<file path="config.mk">
export PLATFORM = sky130hd
export DESIGN_NAME = mmld_dist
export DESIGN_NICKNAME = d
export VERILOG_FILES = /design/src/design/mmld_pkg.sv /design/src/design/mmld_dist.sv
export SDC_FILE = /design/constraint.sdc
export NUM_CORES = 1
export LEC_CHECK = 0
export ABC_AREA = 1
export BUFFER_PORTS_ARGS = -buffer_cell sky130_fd_sc_hd__buf_2
export CAP_MARGIN = 30
export CORE_MARGIN = 2
export CORE_UTILIZATION = 60
export DETAILED_ROUTE_END_ITERATION = 10
export PLACE_DENSITY = 0.84
export SLEW_MARGIN = 20
export SYNTH_ARGS = -nofsm -noshare
export SYNTH_HDL_FRONTEND = slang
export SYNTH_SLANG_ARGS = --single-unit
</file>
<file path="constraint.sdc">
create_clock -name vclk -period 9.3
set_input_delay 1.86 -clock vclk [all_inputs]
set_output_delay 1.86 -clock vclk [all_outputs]
set_load 0.005 [all_outputs]
</file>
<file path="src/design/mmld_pkg.sv">
// shared types, constants and codes for the masked max l1 distance search
package mmld_pkg;

    localparam int TABLE_DEPTH_DEF = 1024;
    localparam int SERVER_COUNT    = 20;
    localparam int FEATURE_COUNT   = 4;

    localparam int FEAT_W     = 7;
    localparam int FEAT_SLOTS = 4;
    localparam int ID_W       = 16;
    localparam int MASK_W     = 20;
    localparam int SRV_W      = 5;
    localparam int DIST_W     = 9;
    localparam int FUNC_W     = 2;
    localparam int APB_AW     = 4;
    localparam int APB_DW     = 32;

    typedef logic [FEAT_SLOTS-1:0][FEAT_W-1:0] t_feats;

    typedef struct packed {
        logic [ID_W-1:0]   id;
        t_feats            feats;
        logic [MASK_W-1:0] seen;
        logic              bad;
    } t_entry;

    typedef enum logic [FUNC_W-1:0] {
        FUNC_LOAD  = 2'd0,
        FUNC_QUERY = 2'd1,
        FUNC_CLEAR = 2'd2
    } t_func;

    typedef enum logic [1:0] {
        REG_FEAT_A = 2'd0,
        REG_FEAT_B = 2'd1,
        REG_FEAT_C = 2'd2,
        REG_FEAT_D = 2'd3
    } t_reg_idx;

    typedef enum logic [1:0] {
        ST_IDLE,
        ST_SCAN,
        ST_DRAIN,
        ST_DONE
    } t_state;

endpackage

</file>
<file path="src/design/mmld_dist.sv">
// l1 distance between an entry's features and the current features
module mmld_dist
    import mmld_pkg::*;
(
    input  t_feats            i_cur,
    input  t_feats            i_feats,
    output logic [DIST_W-1:0] o_dist
);

    logic [DIST_W-1:0] sum;

    always_comb begin
        sum = '0;
        for (int k = 0; k < FEATURE_COUNT; k++) begin
            if (i_cur[k] > i_feats[k]) begin
                sum = sum + DIST_W'(i_cur[k] - i_feats[k]);
            end else begin
                sum = sum + DIST_W'(i_feats[k] - i_cur[k]);
            end
        end
    end

    assign o_dist = sum;

endmodule

</file>
==> results.toml <==
[outcome]
status = "finished clean"

[min_path]
min_path_type = "in -> out"
whs_path_depth = 5

[placed_design]
gp_congestion = 0.8830
dp_hpwl_mm = 7.125
portBuffers = 65

[route]
drt_iter0_drc = 138
ant_nets = 0
routed_wl_mm = 7.817
firstDrtPassIters = 4
wire_per_inst_um = 10.35
vias_per_cell = 5.147
drc = 0
vias = 3886

[logic_synthesis]
synth_top_area_share = 0.2637
yosysTopAreaCell = "ha_1"
syn_area_mm2 = 0.003796
synth_nets = 771
synth_cell_type_count = 37
synth-seq-area-share = 0
yosysWarnings = 0
syn-instance-count = 624
synth.top_cells.by_area = "ha_1 26%, inv_1 16%, nand2_1 14%, a21oi_1 6.3%, fa_1 5.8%"
syn_area_per_cell_um2 = 6.084

[global_routing]
overflow = 0
grt_max_degree = 13
grt_usage = 0.2262
grt_pass1_wl_mm = 14.44
grt_pass1_vias = 3655
antenna_found_initial = 0

[timing]
maxSlewViolCount = 0
min_period_ns = 8.783
hold_viol_final = 0
rsz0062_at_grt = "false"
slew_headroom = 0.7093
worst_pin_slew_ns = 0.4315
finalCritPeriodShare = 0.9444
fmax_mhz = 113.9
setup-violations-final = 0
setup-tns-final_ns = 0

[floorplan]
ioPinCount = 65
die_area_mm2 = 0.006979
fp.dieW_um = 83.54
start_util = 0.6300
die_h_um = 83.54
core_mm2 = 0.006026
rows = 28

[setup_path]
crit_fanout = 11
cp_common_cell = "nand2_1"
crit_path_end_kind = "output pin"
crit_type = "in -> out"
worstPathArrival_ns = 6.92
slowest_stage = "fa_1"
cp-start-kind = "primary input"
max_stage_delay_ns = 0.40
critPathRequiredTime_ns = 7.44

[layout]
drive_above_1_share = 0.1176
multi_input_area_mm2 = 0.003117
nFillCells = 575
antenna_cells = 0
nets = 829
seqCellArea_um2 = 0
syn2layout_area_growth_pct = 9.460
nFlopsAndLatches = 0
clkbuf_count = 0

[pwr]
ir_drop_v = 0.0005482
power.density_mw_per_mm2 = 265.9
p_leak_uw = 0.002668
power_uw = 1105

[run]
maxCapViolCount = 0
-- worst paths after layout --
check	from	end	slack, ns
max	i_cur[7]	o_dist[8]	0.52
min	i_feats[21]	o_dist[0]	4.32
-- what timing repair did --
item                       4_1_cts  5_1_grt
setup buffers                    0        0
hold buffers                     0        0
setup endpoints to repair        0        1
gates resized for setup          0        1
-- cells in the final DEF (no fill, tap or decap), types with 2 or more instances in the layout --
master	Yosys	final
nor3_1	4	4
inv_1	163	163
o221ai_1	4	4
ha_1	80	80
o22ai_1	2	2
nand2_2	1	2
nand3b_1	2	2
a31oi_1	3	3
a21o_1	5	5
o21ai_1	6	6
buf_2	7	65
o211ai_1	2	2
inv_2	2	2
a22oi_1	2	2
nand2_4	6	6
nor2_1	15	15
xnor2_1	18	18
nand4_1	2	2
fa_1	11	11
o21ai_0	25	25
nand2_1	141	140
o21a_1	3	3
xor2_1	20	20
a21oi_1	48	48
nand3_1	40	40
-- synth_stat cells (all sizes together) --
library cell	instances
nand3b	2
mux2	1
o31ai	1
inv	165
o21ai	31
nand2	148
xor2	20
nor3	4
xnor2	18
ha	80
a31oi	3
o211ai	2
a21o	5
o21a	3
nand3	42
nand2b	1
a22oi	2
buf	9
or4	1
nand4	2
nor2	16
o221ai	4
a21boi	1
or2	1
o22ai	2
fa	11
a211oi	1
a21oi	48
-- per-layer routing --
metal  share of wire  GRT usage
met1            0.45     0.2894
met2            0.51     0.4406
met3           0.039   0.002967
met4          0.0083    0.01613
met5               0          0
-- per-stage QoR --
step / setup slack (ns) / cells / area (µm²) / hold slack, ns / util
final: 0.5173 / 755 / 4155 / 4.319 / 0.6896
after global routing: 0.06378 / 755 / 4155 / 4.339 / 0.6896
after CTS: 0.5166 / 755 / 4153 / 4.333 / 0.6892
after detailed placement: 0.5315 / 755 / 4153 / 4.333 / 0.6892
after global placement: 0.7591 / 755 / 4153 / 4.333 / 0.6892
after floorplan: 1.326 / 624 / 3796 / 4.098 / -
-- logic make-up after synthesis --
group / Yosys count / share of synthesized area
adder cells (fa/ha/maj): 91 / 0.3217
XOR/XNOR: 38 / 0.08767
buffers and inverters: 174 / 0.1796
AND/OR/NAND/NOR: 217 / 0.2568
multiplexers: 1 / 0.002966
AO/OA/AOI/OAI: 103 / 0.1513
-- power breakdown --
group	internal [µW]	switching, µW	leakage (µW)
registers	0	0	0
logic	488	617	0.00267
clock network	0	0	0
total	488	617	0.00267
-- layout make-up --
cell class | instances | share of cell area
multi-input cells | 450 | 0.7501
inverters | 165 | 0.1491
repair buffers | 65 | 0.07829
well taps | 75 | 0.02258
-- critical path: cells and delay by family --
family	cells	cell delay, ns
buffers and inverters	8	0.60
AOI/OAI and AO/OA	6	1.14
and+or+nand+nor	16	1.64
adders and majority gates	5	1.57
xor gates and xnor gates	1	0.13
(Power assumes the default switching activity.)
